**src/hw/rtl/first_fit_aligned_segment_allocator_defines.svh**
```systemverilog
// Assertion macros for the first fit aligned segment allocator.
// Included by the files that assert; expects clk and arst_n in scope.
`ifndef FIRST_FIT_ALIGNED_SEGMENT_ALLOCATOR_DEFINES_SVH
`define FIRST_FIT_ALIGNED_SEGMENT_ALLOCATOR_DEFINES_SVH

// Same-cycle implication, checked out of reset
`define FFAS_ASSERT_NOW(lbl, ante, cons, msg) \
	lbl: assert property (@(posedge clk) disable iff (!arst_n) (ante) |-> (cons)) \
		else $error(msg);

// Next-cycle implication, checked out of reset
`define FFAS_ASSERT_NEXT(lbl, ante, cons, msg) \
	lbl: assert property (@(posedge clk) disable iff (!arst_n) (ante) |=> (cons)) \
		else $error(msg);

`endif

```
**src/hw/rtl/ffas_pkg.sv**
```systemverilog
// Shared types and codes of the segment allocator.
// No dependencies.
package ffas_pkg;

	localparam int DW = 32;

	// Sequencer states
	typedef enum logic [1:0] {
		S_IDLE,
		S_SCAN,
		S_FIN,
		S_RESP
	} state_t;

	// Result status codes
	localparam logic [2:0] ST_OK      = 3'd0;
	localparam logic [2:0] ST_NOFIT   = 3'd1;
	localparam logic [2:0] ST_FULL    = 3'd2;
	localparam logic [2:0] ST_OVERLAP = 3'd3;
	localparam logic [2:0] ST_SMALL   = 3'd4;

	// Request kinds
	localparam logic REQ_ALLOC = 1'b0;
	localparam logic REQ_FREE  = 1'b1;

	// Per-entry evaluation from the shared step unit
	typedef struct packed {
		logic          hit;     // alloc fits this entry
		logic          drop;    // aligned exact fit, entry goes away
		logic          split;   // unaligned fit leaving a tail entry
		logic [DW-1:0] w_start; // entry as written back
		logic [DW-1:0] w_len;
		logic [DW-1:0] t_start; // tail entry
		logic [DW-1:0] t_len;
		logic [DW-1:0] grant;
		logic          ovl;     // free overlaps this entry
		logic          after;   // entry starts above the freed address
	} step_t;

endpackage

```
**src/hw/rtl/ffas_table.sv**
```systemverilog
// Double-banked segment table: one write and one registered read per cycle.
// Depends on ffas_pkg.
module ffas_table
	import ffas_pkg::*;
#(
	parameter int AW = 5
) (
	input  logic          clk,
	input  logic          rd_en,
	input  logic [AW-1:0] rd_addr,
	output logic [DW-1:0] rd_start,
	output logic [DW-1:0] rd_len,
	input  logic          wr_en,
	input  logic [AW-1:0] wr_addr,
	input  logic [DW-1:0] wr_start,
	input  logic [DW-1:0] wr_len
);

	logic [DW-1:0] mem_start [2**AW];
	logic [DW-1:0] mem_len   [2**AW];

	// write port
	always_ff @(posedge clk) begin
		if (wr_en) begin
			mem_start[wr_addr] <= wr_start;
			mem_len[wr_addr]   <= wr_len;
		end
	end

	// registered read port
	always_ff @(posedge clk) begin
		if (rd_en) begin
			rd_start <= mem_start[rd_addr];
			rd_len   <= mem_len[rd_addr];
		end
	end

endmodule

```
**src/hw/rtl/ffas_step.sv**
```systemverilog
// Shared step unit: evaluates one table entry against the current request.
// Depends on ffas_pkg.
module ffas_step
	import ffas_pkg::*;
(
	input  logic [DW-1:0] e_start,
	input  logic [DW-1:0] e_len,
	input  logic [DW-1:0] size,
	input  logic [DW-1:0] mask,
	input  logic [DW-1:0] addr,
	input  logic [DW:0]   req_end,
	output step_t         res
);

	logic [DW:0] e_end;
	logic [DW:0] bound;
	logic [DW:0] gap;
	logic [DW:0] asz;
	logic        aligned;
	logic        ua_ok;

	// aligned boundary and the room left behind it
	always_comb begin
		e_end   = {1'b0, e_start} + {1'b0, e_len};
		aligned = (e_start & mask) == '0;
		bound   = {1'b0, e_start & ~mask} + {1'b0, mask} + {{DW{1'b0}}, 1'b1};
		gap     = bound - {1'b0, e_start};
		asz     = {1'b0, e_len} - gap;
		ua_ok   = (gap < {1'b0, e_len}) && (asz >= {1'b0, size});
	end

	// fit decision and the entries written back
	always_comb begin
		res.hit   = (e_len >= size) && (aligned || ua_ok);
		res.drop  = aligned && (e_len == size);
		res.split = !aligned && (asz != {1'b0, size});
		res.grant = aligned ? e_start : bound[DW-1:0];
		res.t_start = bound[DW-1:0] + size;
		res.t_len   = asz[DW-1:0] - size;
		res.w_start = e_start;
		res.w_len   = e_len;
		if (res.hit) begin
			if (aligned) begin
				res.w_start = e_start + size;
				res.w_len   = e_len - size;
			end else if (res.split) begin
				res.w_len = gap[DW-1:0];
			end else begin
				res.w_len = e_len - size;
			end
		end
		res.ovl   = ({1'b0, addr} < e_end) && ({1'b0, e_start} < req_end);
		res.after = e_start > addr;
	end

endmodule

```
**src/hw/rtl/first_fit_aligned_segment_allocator.sv**
```systemverilog
// One request at a time: s_tready is high only while idle, and the next request is taken
// once the result has been accepted. A free rejected up front (shorter than MIN_SEGMENT or
// running past the address space) skips the table scan. The single step unit checks one
// entry a cycle, but holds while a split entry's tail is written or a freed segment is put in.
// arst_n clears the control state and empties the table; table contents need no reset.
module first_fit_aligned_segment_allocator
	import ffas_pkg::*;
#(
	parameter int MAX_SEGMENTS = 16,
	parameter int MIN_SEGMENT  = 8
) (
	input  logic        clk,
	input  logic        arst_n,
	input  logic        s_tvalid,
	output logic        s_tready,
	input  logic [71:0] s_tdata,  // seg_address[31:0], seg_length[63:32], align_log2[68:64]
	input  logic        s_tuser,  // req_type
	output logic        m_tvalid,
	input  logic        m_tready,
	output logic [71:0] m_tdata   // granted_address[31:0], status[34:32], free_total[66:35]
);

	`include "first_fit_aligned_segment_allocator_defines.svh"

	localparam int IW = (MAX_SEGMENTS > 1) ? $clog2(MAX_SEGMENTS) : 1;
	localparam int CW = $clog2(MAX_SEGMENTS + 1);
	localparam int WW = $clog2(MAX_SEGMENTS + 2);

	state_t state_q, state_n;

	logic          bank_q, bank_n;
	logic [CW-1:0] used_q, used_n;
	logic [DW-1:0] free_sum_q, free_sum_n;
	logic          type_q, type_n;
	logic [DW-1:0] addr_q, addr_n;
	logic [DW-1:0] len_q, len_n;
	logic [DW-1:0] mask_q, mask_n;
	logic [DW:0]   end_q, end_n;
	logic [CW-1:0] rd_idx_q, rd_idx_n;
	logic          dv_q, dv_n;
	logic [WW-1:0] wr_cnt_q, wr_cnt_n;
	logic          found_q, found_n;
	logic          placed_q, placed_n;
	logic          pend_vld_q, pend_vld_n;
	logic [DW-1:0] pend_s_q, pend_s_n;
	logic [DW-1:0] pend_l_q, pend_l_n;
	logic          tail_q, tail_n;
	logic [DW-1:0] tail_s_q, tail_s_n;
	logic [DW-1:0] tail_l_q, tail_l_n;
	logic [DW-1:0] grant_q, grant_n;
	logic [2:0]    status_q, status_n;

	logic          ren, consume, adv;
	logic          early_rej, abort, scan_done;
	logic          wr_en;
	logic [WW-1:0] wr_pos;
	logic [DW-1:0] wr_s, wr_l;
	logic          em_do;
	logic [DW-1:0] em_s, em_l;
	logic [DW:0]   pend_end;
	logic [WW-1:0] m_cnt;
	logic [DW-1:0] e_start, e_len;
	logic [DW-1:0] in_addr, in_len;
	logic [4:0]    in_align;
	logic [DW:0]   in_end;
	step_t         st;

	assign in_addr  = s_tdata[31:0];
	assign in_len   = s_tdata[63:32];
	assign in_align = s_tdata[68:64];
	assign in_end   = {1'b0, in_addr} + {1'b0, in_len};
	assign pend_end = {1'b0, pend_s_q} + {1'b0, pend_l_q};
	assign m_cnt    = wr_cnt_q + {{(WW-1){1'b0}}, 1'b1};

	ffas_table #(.AW(IW + 1)) u_table (
		.clk      (clk),
		.rd_en    (ren),
		.rd_addr  ({bank_q, rd_idx_q[IW-1:0]}),
		.rd_start (e_start),
		.rd_len   (e_len),
		.wr_en    (wr_en),
		.wr_addr  ({~bank_q, wr_pos[IW-1:0]}),
		.wr_start (wr_s),
		.wr_len   (wr_l)
	);

	ffas_step u_step (
		.e_start (e_start),
		.e_len   (e_len),
		.size    (len_q),
		.mask    (mask_q),
		.addr    (addr_q),
		.req_end (end_q),
		.res     (st)
	);

	// request datapath and table rewrite
	always_comb begin
		bank_n     = bank_q;
		used_n     = used_q;
		free_sum_n = free_sum_q;
		type_n     = type_q;
		addr_n     = addr_q;
		len_n      = len_q;
		mask_n     = mask_q;
		end_n      = end_q;
		wr_cnt_n   = wr_cnt_q;
		found_n    = found_q;
		placed_n   = placed_q;
		pend_vld_n = pend_vld_q;
		pend_s_n   = pend_s_q;
		pend_l_n   = pend_l_q;
		tail_n     = tail_q;
		tail_s_n   = tail_s_q;
		tail_l_n   = tail_l_q;
		grant_n    = grant_q;
		status_n   = status_q;
		consume    = 1'b0;
		early_rej  = 1'b0;
		abort      = 1'b0;
		wr_en      = 1'b0;
		wr_pos     = wr_cnt_q;
		wr_s       = '0;
		wr_l       = '0;
		em_do      = 1'b0;
		em_s       = '0;
		em_l       = '0;
		case (state_q)
			S_IDLE: begin
				if (s_tvalid) begin
					type_n     = s_tuser;
					addr_n     = in_addr;
					len_n      = in_len;
					mask_n     = (32'd1 << in_align) - 32'd1;
					end_n      = in_end;
					wr_cnt_n   = '0;
					found_n    = 1'b0;
					placed_n   = 1'b0;
					pend_vld_n = 1'b0;
					tail_n     = 1'b0;
					grant_n    = '0;
					status_n   = ST_OK;
					if (s_tuser == REQ_FREE) begin
						if (in_len < DW'(MIN_SEGMENT)) begin
							early_rej = 1'b1;
							status_n  = ST_SMALL;
						end else if (in_end[DW]) begin
							early_rej = 1'b1;
							status_n  = ST_OVERLAP;
						end
					end
				end
			end
			S_SCAN: begin
				if (type_q == REQ_ALLOC) begin
					if (tail_q) begin
						// second write of a split entry
						wr_en    = 1'b1;
						wr_s     = tail_s_q;
						wr_l     = tail_l_q;
						wr_cnt_n = wr_cnt_q + WW'(1);
						tail_n   = 1'b0;
					end else if (dv_q) begin
						consume = 1'b1;
						if (!found_q && st.hit && st.split &&
							used_q >= CW'(MAX_SEGMENTS)) begin
							abort    = 1'b1;
							status_n = ST_FULL;
						end else if (!found_q && st.hit) begin
							found_n = 1'b1;
							grant_n = st.grant;
							if (!st.drop) begin
								wr_en    = 1'b1;
								wr_s     = st.w_start;
								wr_l     = st.w_len;
								wr_cnt_n = wr_cnt_q + WW'(1);
							end
							tail_n   = st.split;
							tail_s_n = st.t_start;
							tail_l_n = st.t_len;
						end else begin
							wr_en    = 1'b1;
							wr_s     = e_start;
							wr_l     = e_len;
							wr_cnt_n = wr_cnt_q + WW'(1);
						end
					end
				end else if (dv_q) begin
					if (st.ovl) begin
						abort    = 1'b1;
						status_n = ST_OVERLAP;
					end else if (!placed_q && st.after) begin
						// freed segment goes ahead of this entry
						em_do    = 1'b1;
						em_s     = addr_q;
						em_l     = len_q;
						placed_n = 1'b1;
					end else begin
						em_do   = 1'b1;
						em_s    = e_start;
						em_l    = e_len;
						consume = 1'b1;
					end
				end
			end
			S_FIN: begin
				if (type_q == REQ_ALLOC) begin
					if (found_q) begin
						bank_n     = ~bank_q;
						used_n     = wr_cnt_q[CW-1:0];
						free_sum_n = free_sum_q - len_q;
					end else begin
						status_n = ST_NOFIT;
						grant_n  = '0;
					end
				end else if (!placed_q) begin
					em_do    = 1'b1;
					em_s     = addr_q;
					em_l     = len_q;
					placed_n = 1'b1;
				end else begin
					// flush the pending merged entry and commit
					wr_en = wr_cnt_q < WW'(MAX_SEGMENTS);
					wr_s  = pend_s_q;
					wr_l  = pend_l_q;
					if (m_cnt > WW'(MAX_SEGMENTS)) begin
						status_n = ST_FULL;
					end else begin
						bank_n     = ~bank_q;
						used_n     = m_cnt[CW-1:0];
						free_sum_n = free_sum_q + len_q;
					end
				end
			end
			default: begin
			end
		endcase

		// merge stream for free: extend the pending entry or write it out
		if (em_do) begin
			if (pend_vld_q && pend_end == {1'b0, em_s}) begin
				pend_l_n = pend_l_q + em_l;
			end else begin
				if (pend_vld_q) begin
					wr_en    = wr_cnt_q < WW'(MAX_SEGMENTS);
					wr_s     = pend_s_q;
					wr_l     = pend_l_q;
					wr_cnt_n = wr_cnt_q + WW'(1);
				end
				pend_vld_n = 1'b1;
				pend_s_n   = em_s;
				pend_l_n   = em_l;
			end
		end
	end

	// read-ahead: fetch the next entry as soon as the current one is used
	always_comb begin
		adv       = !dv_q || consume;
		ren       = (state_q == S_SCAN) && !tail_q && !abort && adv && (rd_idx_q < used_q);
		rd_idx_n  = (state_q == S_IDLE) ? '0 : rd_idx_q + CW'(ren);
		dv_n      = (state_q == S_IDLE) ? 1'b0 : (ren ? 1'b1 : (adv ? 1'b0 : dv_q));
		scan_done = !dv_q && !tail_q && (rd_idx_q == used_q);
	end

	// next state
	always_comb begin
		state_n = state_q;
		case (state_q)
			S_IDLE: begin
				if (s_tvalid) begin
					state_n = early_rej ? S_RESP : S_SCAN;
				end
			end
			S_SCAN: begin
				if (abort) begin
					state_n = S_RESP;
				end else if (scan_done) begin
					state_n = S_FIN;
				end
			end
			S_FIN: begin
				if (type_q == REQ_ALLOC || placed_q) begin
					state_n = S_RESP;
				end
			end
			S_RESP: begin
				if (m_tready) begin
					state_n = S_IDLE;
				end
			end
			default: state_n = S_IDLE;
		endcase
	end

	// port outputs
	always_comb begin
		s_tready = state_q == S_IDLE;
		m_tvalid = state_q == S_RESP;
		m_tdata  = {5'd0, free_sum_q, status_q, grant_q};
	end

	// control registers
	always_ff @(posedge clk or negedge arst_n) begin
		if (!arst_n) begin
			state_q    <= S_IDLE;
			bank_q     <= 1'b0;
			used_q     <= '0;
			free_sum_q <= '0;
			rd_idx_q   <= '0;
			dv_q       <= 1'b0;
			wr_cnt_q   <= '0;
			found_q    <= 1'b0;
			placed_q   <= 1'b0;
			pend_vld_q <= 1'b0;
			tail_q     <= 1'b0;
		end else begin
			state_q    <= state_n;
			bank_q     <= bank_n;
			used_q     <= used_n;
			free_sum_q <= free_sum_n;
			rd_idx_q   <= rd_idx_n;
			dv_q       <= dv_n;
			wr_cnt_q   <= wr_cnt_n;
			found_q    <= found_n;
			placed_q   <= placed_n;
			pend_vld_q <= pend_vld_n;
			tail_q     <= tail_n;
		end
	end

	// payload registers
	always_ff @(posedge clk) begin
		type_q   <= type_n;
		addr_q   <= addr_n;
		len_q    <= len_n;
		mask_q   <= mask_n;
		end_q    <= end_n;
		pend_s_q <= pend_s_n;
		pend_l_q <= pend_l_n;
		tail_s_q <= tail_s_n;
		tail_l_q <= tail_l_n;
		grant_q  <= grant_n;
		status_q <= status_n;
	end

	`FFAS_ASSERT_NOW(a_one_side, m_tvalid, !s_tready, "result pending while taking a request")
	`FFAS_ASSERT_NOW(a_used_bound, 1'b1, used_q <= CW'(MAX_SEGMENTS), "table count past depth")
	`FFAS_ASSERT_NEXT(a_busy_after_accept, s_tvalid && s_tready, !s_tready,
		"ready right after a transaction")
	`FFAS_ASSERT_NOW(a_scan_read_bound, state_q == S_SCAN, rd_idx_q <= used_q,
		"read index past table count")

endmodule

```
**config.mk**
```make
export PLATFORM = sky130hd
export DESIGN_NAME = first_fit_aligned_segment_allocator
export DESIGN_NICKNAME = d
export VERILOG_FILES = /design/src/hw/rtl/ffas_pkg.sv /design/src/hw/rtl/ffas_table.sv /design/src/hw/rtl/ffas_step.sv /design/src/hw/rtl/first_fit_aligned_segment_allocator.sv
export VERILOG_INCLUDE_DIRS = /design/src /design/src/hw/rtl
export SDC_FILE = /design/constraint.sdc
export NUM_CORES = 2
export LEC_CHECK = 0
export CAP_MARGIN = 20
export CORE_MARGIN = 1
export CORE_UTILIZATION = 40
export DETAILED_ROUTE_END_ITERATION = 12
export DONT_BUFFER_PORTS = 1
export GPL_TIMING_DRIVEN = 0
export PLACE_DENSITY = 0.61
export SLEW_MARGIN = 25
export SYNTH_ARGS = -nofsm -noshare
export SYNTH_HDL_FRONTEND = slang
export SYNTH_SLANG_ARGS = --single-unit
```
**constraint.sdc**
```tcl
create_clock -name clk -period 39 [get_ports clk]
set_clock_uncertainty 0.1 [all_clocks]
set_input_delay 5.85 -clock clk [delete_from_list [all_inputs] [get_ports clk]]
set_output_delay 5.85 -clock clk [all_outputs]
set_load 0.01 [all_outputs]
```
### Word-level counts from Yosys, hierarchy flattened

Memories as Yosys holds them, arrays and structs flattened. A register that Yosys moved wholly into a read port is not among the register bits.
Cells that the tools add are included.

| storage, ports and cells | value |
|---|---|
| register bits | 348 |
| memory bits (writable) | 2,048 |
| input bits | 77 |
| memories | 2 |

Memories:

| memory | depth | bits a word | read ports | clocked after memory_dff | write ports | line | source |
|---|---|---|---|---|---|---|---|
| u_table.mem_len | 32 | 32 | 1 | 1 | 1 | ffas_table.sv:20 | `logic [DW-1:0] mem_len [2**AW];` |
| u_table.mem_start | 32 | 32 | 1 | 1 | 1 | ffas_table.sv:19 | `logic [DW-1:0] mem_start [2**AW];` |

| operators by class | value |
|---|---|
| add/subtract/negate cells | 17 |
| magnitude comparators | 11 |
| equality and inequality tests | 30 |
| shift operators | 1 |
| mux-type cells | 164 |
| bitwise logic cells | 8 |
| reduce and logical (&&, ||, !) cells | 41 |

Operator list:

| operator | number |
|---|---|
| $mux W32 | 51 |
| $pmux W32 S2 | 4 |
| $add A32 B32 Y33 | 4 |
| $add A32 B32 Y32 | 4 |
| $pmux W32 S3 | 1 |
| $sub A32 B32 Y32 | 3 |
| $mux W5 | 15 |
| $lt A32 B33 Y1 | 2 |
| $and A32 B32 Y32 | 2 |
| $mux W1 | 64 |
| $mux W64 | 1 |
| $mux W3 | 13 |
| $add A33 B1 Y33 const B | 1 |
| $eq A33 B32 Y1 | 1 |
| $ge A33 B32 Y1 | 1 |
| $lt A33 B32 Y1 | 1 |
| $ne A33 B32 Y1 | 1 |
| $sub A32 B33 Y33 | 1 |
| $sub A33 B32 Y33 | 1 |
| $eq A32 B32 Y1 | 1 |
| $ge A32 B32 Y1 | 1 |
| $gt A32 B32 Y1 | 1 |
| $logic_not A32 Y1 | 1 |
| $lt A32 B4 Y1 const B | 1 |
| 34 further kinds | 96 |

### Longest topological paths before layout

| depth | value |
|---|---|
| depth after elaboration | 24 |
| depth in mapped cells | 49 |
| gate-level depth less buffers | 48 |

### Cells and area by module

From an unflattened synthesis, not the netlist that was laid out.

| unflattened totals | value |
|---|---|
| cell total of the unflattened synthesis | 8,342 |
| area, all modules | 118,296.0 um^2 |

Modules (own cells, without submodules):

| module | times used | cells each | area each (um^2) | sequential area each (um^2) |
|---|---|---|---|---|
| ffas_table | 1 | 3,783 | 79,901.6 | 63,420.8 |
| first_fit_aligned_segment_allocator | 1 | 2,402 | 23,042.1 | 10,174.8 |
| ffas_step | 1 | 2,157 | 15,352.2 | 0.0 |

### Worst setup path before layout

Ideal clock, no wire load.

| path | value |
|---|---|
| path kind | register to register |
| start | register u_table.rd_start[0] (read register of u_table.mem_start) |
| end | register rd_idx_q[4] |
| data arrival time | 13.596 ns |
| setup slack | 25.173 ns |
| cell stages (with the launch flop) | 49 |
| buffers on the path | 2 |
| period minus slack after synthesis | 13.827 ns |
| cells stage by stage | edfxtp_1 -> clkbuf_1 -> nor2_1 -> inv_1 -> ha_1 -> o221ai_1 -> or3_1 -> and2_1 -> ha_1 -> or3_1 -> o21ai_0 -> nor2_1 -> o21a_1 -> o21ai_0 -> nand2b_1 -> a21oi_1 -> xor2_1 -> ha_1 -> [13 not listed] -> xnor2_1 -> ha_1 -> nand3_1 -> nor4_1 -> or4bb_1 -> nor2b_1 -> mux2i_1 -> mux2_2 -> and2_1 -> clkbuf_1 -> nand4_1 -> a21oi_1 -> nor3_1 -> ha_1 -> ha_1 -> nand3_1 -> xor2_1 -> nor2_1 |

| between the ends | value |
|---|---|
| word-level cells in the longest chain between the ends | 23 |

RTL lines:

| what | line | source |
|---|---|---|
| from (decl) | ffas_table.sv:11 | `output logic [DW-1:0] rd_start,` |
| $and A32 B32 Y32 | ffas_step.sv:26 | `bound = {1'b0, e_start & ~mask} + {1'b0, mask} + {{DW{1'b0}}, 1'b1};` |
| $add A32 B32 Y33 | ffas_step.sv:26 |  |
| $add A33 B1 Y33 | ffas_step.sv:26 |  |
| $sub A33 B32 Y33 | ffas_step.sv:27 | `gap = bound - {1'b0, e_start};` |
| $sub A32 B33 Y33 | ffas_step.sv:28 | `asz = {1'b0, e_len} - gap;` |
| $ge A33 B32 Y1 | ffas_step.sv:29 | `ua_ok = (gap < {1'b0, e_len}) && (asz >= {1'b0, size});` |
| $logic_and A1 B1 Y1 | ffas_step.sv:29 |  |
| $logic_or A1 B1 Y1 | ffas_step.sv:34 | `res.hit = (e_len >= size) && (aligned \|\| ua_ok);` |
| [8 not listed] | -- |  |
| $mux W1 | first_fit_aligned_segment_allocator.sv:128 | `case (state_q)` |
| $logic_not A1 Y1 | first_fit_aligned_segment_allocator.sv:260 | `ren = (state_q == S_SCAN) && !tail_q && !abort && adv && (rd_idx_q < used_q);` |
| $logic_and A1 B1 Y1 | first_fit_aligned_segment_allocator.sv:260 |  |
| $logic_and A1 B1 Y1 (*) (2 in a row) | first_fit_aligned_segment_allocator.sv:260 |  |
| named net ren | first_fit_aligned_segment_allocator.sv:53 | `logic ren, consume, adv;` |
| $add A5 B1 Y5 (*) | first_fit_aligned_segment_allocator.sv:261 | `rd_idx_n = (state_q == S_IDLE) ? '0 : rd_idx_q + CW'(ren);` |
| $mux W5 (*) | first_fit_aligned_segment_allocator.sv:261 |  |
| named net rd_idx_n[4] | first_fit_aligned_segment_allocator.sv:39 | `logic [CW-1:0] rd_idx_q, rd_idx_n;` |
| to (signal assigned) | first_fit_aligned_segment_allocator.sv:322 | `rd_idx_q <= rd_idx_n;` |
| to (decl) | first_fit_aligned_segment_allocator.sv:39 |  |

Mark *: on every way through the listed nets, which the timed path passes. The rest lies on a longest branch.
A chain may end at the register's enable or synchronous reset.

### Final worst setup path

| path | value |
|---|---|
| start | register u_table.rd_start[2] (read register of u_table.mem_start) |
| end | memory u_table.mem_len[4][29], data pin |

| between the ends | value |
|---|---|
| word-level cells in the longest chain between the ends | 20 |

RTL lines:

| what | line | source |
|---|---|---|
| $and A32 B32 Y32 | ffas_step.sv:26 |  |
| $add A32 B32 Y33 | ffas_step.sv:26 |  |
| $add A33 B1 Y33 | ffas_step.sv:26 |  |
| $sub A33 B32 Y33 | ffas_step.sv:27 |  |
| $sub A32 B33 Y33 | ffas_step.sv:28 |  |
| $ge A33 B32 Y1 or $ne A33 B32 Y1 (tied branches) | ffas_step.sv:29, ffas_step.sv:36 |  |
| $logic_and A1 B1 Y1 (on tied branches) | ffas_step.sv:29, ffas_step.sv:36 |  |
| $logic_or A1 B1 Y1 or $mux W32 (tied branches) | ffas_step.sv:34, ffas_step.sv:46 |  |
| [5 not listed] | -- |  |
| $mux W32 | first_fit_aligned_segment_allocator.sv:163 | `end else if (dv_q) begin` |
| $mux W32 | first_fit_aligned_segment_allocator.sv:156 | `if (tail_q) begin` |
| $mux W32 | first_fit_aligned_segment_allocator.sv:155 | `if (type_q == REQ_ALLOC) begin` |
| $pmux W32 S2 | first_fit_aligned_segment_allocator.sv:128 |  |
| $mux W32 | first_fit_aligned_segment_allocator.sv:244 | `if (pend_vld_q) begin` |
| $mux W32 | first_fit_aligned_segment_allocator.sv:241 | `if (pend_vld_q && pend_end == {1'b0, em_s}) begin` |
| $mux W32 (*) | first_fit_aligned_segment_allocator.sv:240 | `if (em_do) begin` |
| named net u_table.wr_len[29] | ffas_table.sv:16 | `input logic [DW-1:0] wr_len` |
| to (decl) | ffas_table.sv:20 |  |

Marked as above.

==> out/qor.txt <==
CTS max path bufs -> 4
largest net degree at the start of global routing -> 91
Data required, critical path -> 39.59 ns
number of global-route vias before repair -> 74,162
Die Area -> 296,000 um^2
Hold Path Stages -> 2
setup slack, reg-to-reg -> 23.05 ns
switching part of the total -> 42.8%
Setup WS pre-CTS -> 23.46 ns
GRT Util Overall -> 28.3%
per-cell routed wire length -> 34.7 um
Core Rows -> 198
Leakage -> 0.0465 uW
fin nets -> 8,644
Hold Buf Count CTS -> 0
Setup violations, final -> 0
Tot Pwr -> 12,800 uW
clock root cell -> clkbuf_16
post-CTS sizing -> 0
Worst path max stage delay -> 0.92 ns
most common cell in the synthesized netlist -> edfxtp_1
Detailed Routing Iterations Pass 1 -> 8
GRT Residual Overflow -> 0
Max FO, Critical Path -> 12
sequential area share after synthesis -> 62.7%
Initial Utilization -> 40.3%
syn avg cell area -> 15.5 um^2
global-route wire length before repair -> 582,000 um
CORE AREA -> 291,000 um^2
Yosys cell types -> 94
largest area contributor in the netlist -> edfxtp_1
clock-pin slew on the worst setup and hold paths -> 0.07 ns
Main synth FF type -> edfxtp_1
final hold violation count -> 0
Min Clock Period, post-route -> 15.95 ns
Peak VDD IR -> 0.147 mV
sw power -> 5480 uW
dpl hpwl -> 312,000 um
worst path buffer plus inverter count -> 6
Final ANT Viol Nets -> 0
Via density -> 6.18
post-layout util -> 47.0%
capture point of the worst reg-to-reg path -> u_table.mem_len[4][29]$_DFFE_PP_
final worst slack -> 23.05 ns
share of Yosys cell area claimed by the top area cell type -> 61.5%
post-detailed-routing wire length -> 423,000 um
Setup CP Type -> register to register
boundary pin count -> 151
Port Buffer Count -> 0
post-CTS setup repair buffer count -> 0
delay-heaviest family, CP -> simple AND/OR/NAND/NOR gates
slowest CP cell -> xor2_1
Final TNS setup -> 0 ns
Worst-Margin Slew -> 1.25 ns
number of flops mapped to enable cells by yosys -> 2,405
initial drt markers -> 9,567
hold path start -> used_q[1]$_DFFE_PN0P_
Syn Inst Count -> 7,585
CTS tree -> done
share of total power in sequential cells -> 29.0%
worst r2r src -> u_table.rd_start[2]$_DFFE_PP_
Max-cap violations -> 0
CTS Buf Count -> 270
Critical Path AT -> 16.54 ns
Clk Latency, worst-skew pair -> 0.88 ns
synth cell count leaders -> edfxtp_1, mux4_2, nor2_1, ha_1, nand2_1
async set or reset register ratio after synthesis -> 2.24%
clock network power share -> 19.6%
DRC viols -> 0
fmax -> 62.7 MHz
status -> finished clean
Die Width -> 544 um
Hold Path Sink -> used_q[1]$_DFFE_PN0P_
Power Internal -> 7340 uW
Tcrit/Tclk final -> 40.9%
RSZ-0062 raised after global routing -> no
via count -> 75,506
CTS Sinks -> 2,460
Startpoint Class -> register
Yosys reg bits -> 2,460
warnings from Yosys -> 0
Gate power share -> 51.3%
synthesis-to-layout area growth -> 16.7%
Mapped Area -> 117,000 um^2
CP Capture Type -> register
Routability Congestion -> 1.01
# H-tree levels -> 5
top cells by area, synth -> edfxtp_1, mux4_2, ha_1
Die Y -> 544 um
crit-path most repeated cell -> nor2_1
cells on worst reg2reg path -> 45
Final Max Slew Viols -> 0
number of antenna violations at the first check in global routing -> 31
share of cells above drive strength 1 -> 19.5%
max_slew headroom -> 16.3%
PwrDens -> 93.5 nW/um^2
HP Class -> register to register
[area by class of cell]
cell class	count	area (um^2)
sequential	2460	73600
buffer	328	1400
multi-input combinational	4558	42500
timing repair buffer	235	5210
tap	3900	4880
fill	24662	154000
inverter	244	923
clock buffer	337	7210
clock inverter	143	1280
antenna	6	15.0
[metrics by stage]
stage	instances	instance area (um^2)	hold WS, ns
after floorplan	7590	117000	0.350
after global placement	11490	122000	0.373
after detailed placement	11725	128000	0.399
after CTS	12205	137000	0.414
after global routing	12206	137000	0.450
final	12211	137000	0.419
[how the worst max path moves through the flow]
stage	start	end	cells past startpoint
final	u_table.rd_start[2]$_DFFE_PP_	u_table.mem_len[4][29]$_DFFE_PP_	45
after global routing	u_table.rd_start[2]$_DFFE_PP_	u_table.mem_len[2][29]$_DFFE_PP_	45
after CTS	u_table.rd_start[2]$_DFFE_PP_	u_table.mem_len[14][29]$_DFFE_PP_	45
after detailed placement	u_table.rd_start[2]$_DFFE_PP_	u_table.mem_len[14][29]$_DFFE_PP_	45
after global placement	u_table.rd_start[0]$_DFFE_PP_	rd_idx_q[4]$_DFF_PN0_	46
after floorplan	u_table.rd_start[0]$_DFFE_PP_	rd_idx_q[4]$_DFF_PN0_	48
[sequential cells by signal, indices dropped and copies added, names as in the netlist, 2 cells and up]
name	flops
u_table.rd_len	32
u_table.mem_len	1024
pend_s_q	32
free_sum_q	32
tail_s_q	32
rd_idx_q	5
state_q	2
used_q	5
end_q	33
u_table.rd_start	32
wr_cnt_q	5
pend_l_q	32
addr_q	32
tail_l_q	32
len_q	32
u_table.mem_start	1024
grant_q	32
status_q	3
mask_q	32
[layer usage]
metal,global-route usage [%],vias to the layer above,wire length (um)
met5,0,-,126
met4,15.1,13,25400
met3,5.43,856,35900
met2,45.7,3959,200000
met1,36.1,39291,162000
li1,-,31387,-
[power by group through the flow]
stage               registers [uW]  clock network (uW)  logic, uW
floorplan                     3540                   0       4360
global placement              3830                   0       6140
detailed placement            3760                   0       6420
CTS                           3710                2540       6460
global route                  3710                2640       7050
finish                        3720                2510       6580
[tightest hold or removal path, delay by kind of cell (launching register included)]
family          cells  cell delay, ns
simple gates        1            0.05
flops               1            0.36
compound gates      1            0.07
[layout by cell type (no fill, tap or decap), types with 50 or more instances in the layout]
| master | count |
|---|---|
| xnor2_1 | 238 |
| nand2b_1 | 63 |
| nand2_1 | 377 |
| o21ai_0 | 267 |
| nor2b_1 | 72 |
| a21o_1 | 117 |
| a22oi_1 | 103 |
| clkbuf_1 | 248 |
| o21a_1 | 56 |
| inv_1 | 239 |
| nor3_1 | 124 |
| buf_12 | 78 |
| ha_1 | 459 |
| nand3_1 | 105 |
| dfrtp_1 | 55 |
| buf_2 | 50 |
| a31oi_1 | 53 |
| clkbuf_2 | 64 |
| xor2_1 | 108 |
| edfxtp_1 | 2405 |
| clkbuf_16 | 279 |
| a21oi_1 | 365 |
| mux4_2 | 640 |
| nor2_1 | 437 |
| clkinv_1 | 56 |
| buf_16 | 121 |
| mux2_2 | 101 |
[cell families (layout without fill, tap and decap cells)]
kind of cell	Yosys count	in the layout	synth area share [%]
AO/OA/AOI/OAI	1485	1485	8.31
multiplexers	761	761	13.4
flip-flops	2460	2460	62.7
XOR/XNOR	354	354	2.65
other	1	12	0.00320
adder cells (fa/ha/maj)	470	470	5.08
AND/OR/NAND/NOR	1482	1482	5.94
buffers and inverters	572	1287	1.88
Power figures use the tool's default switching activity.
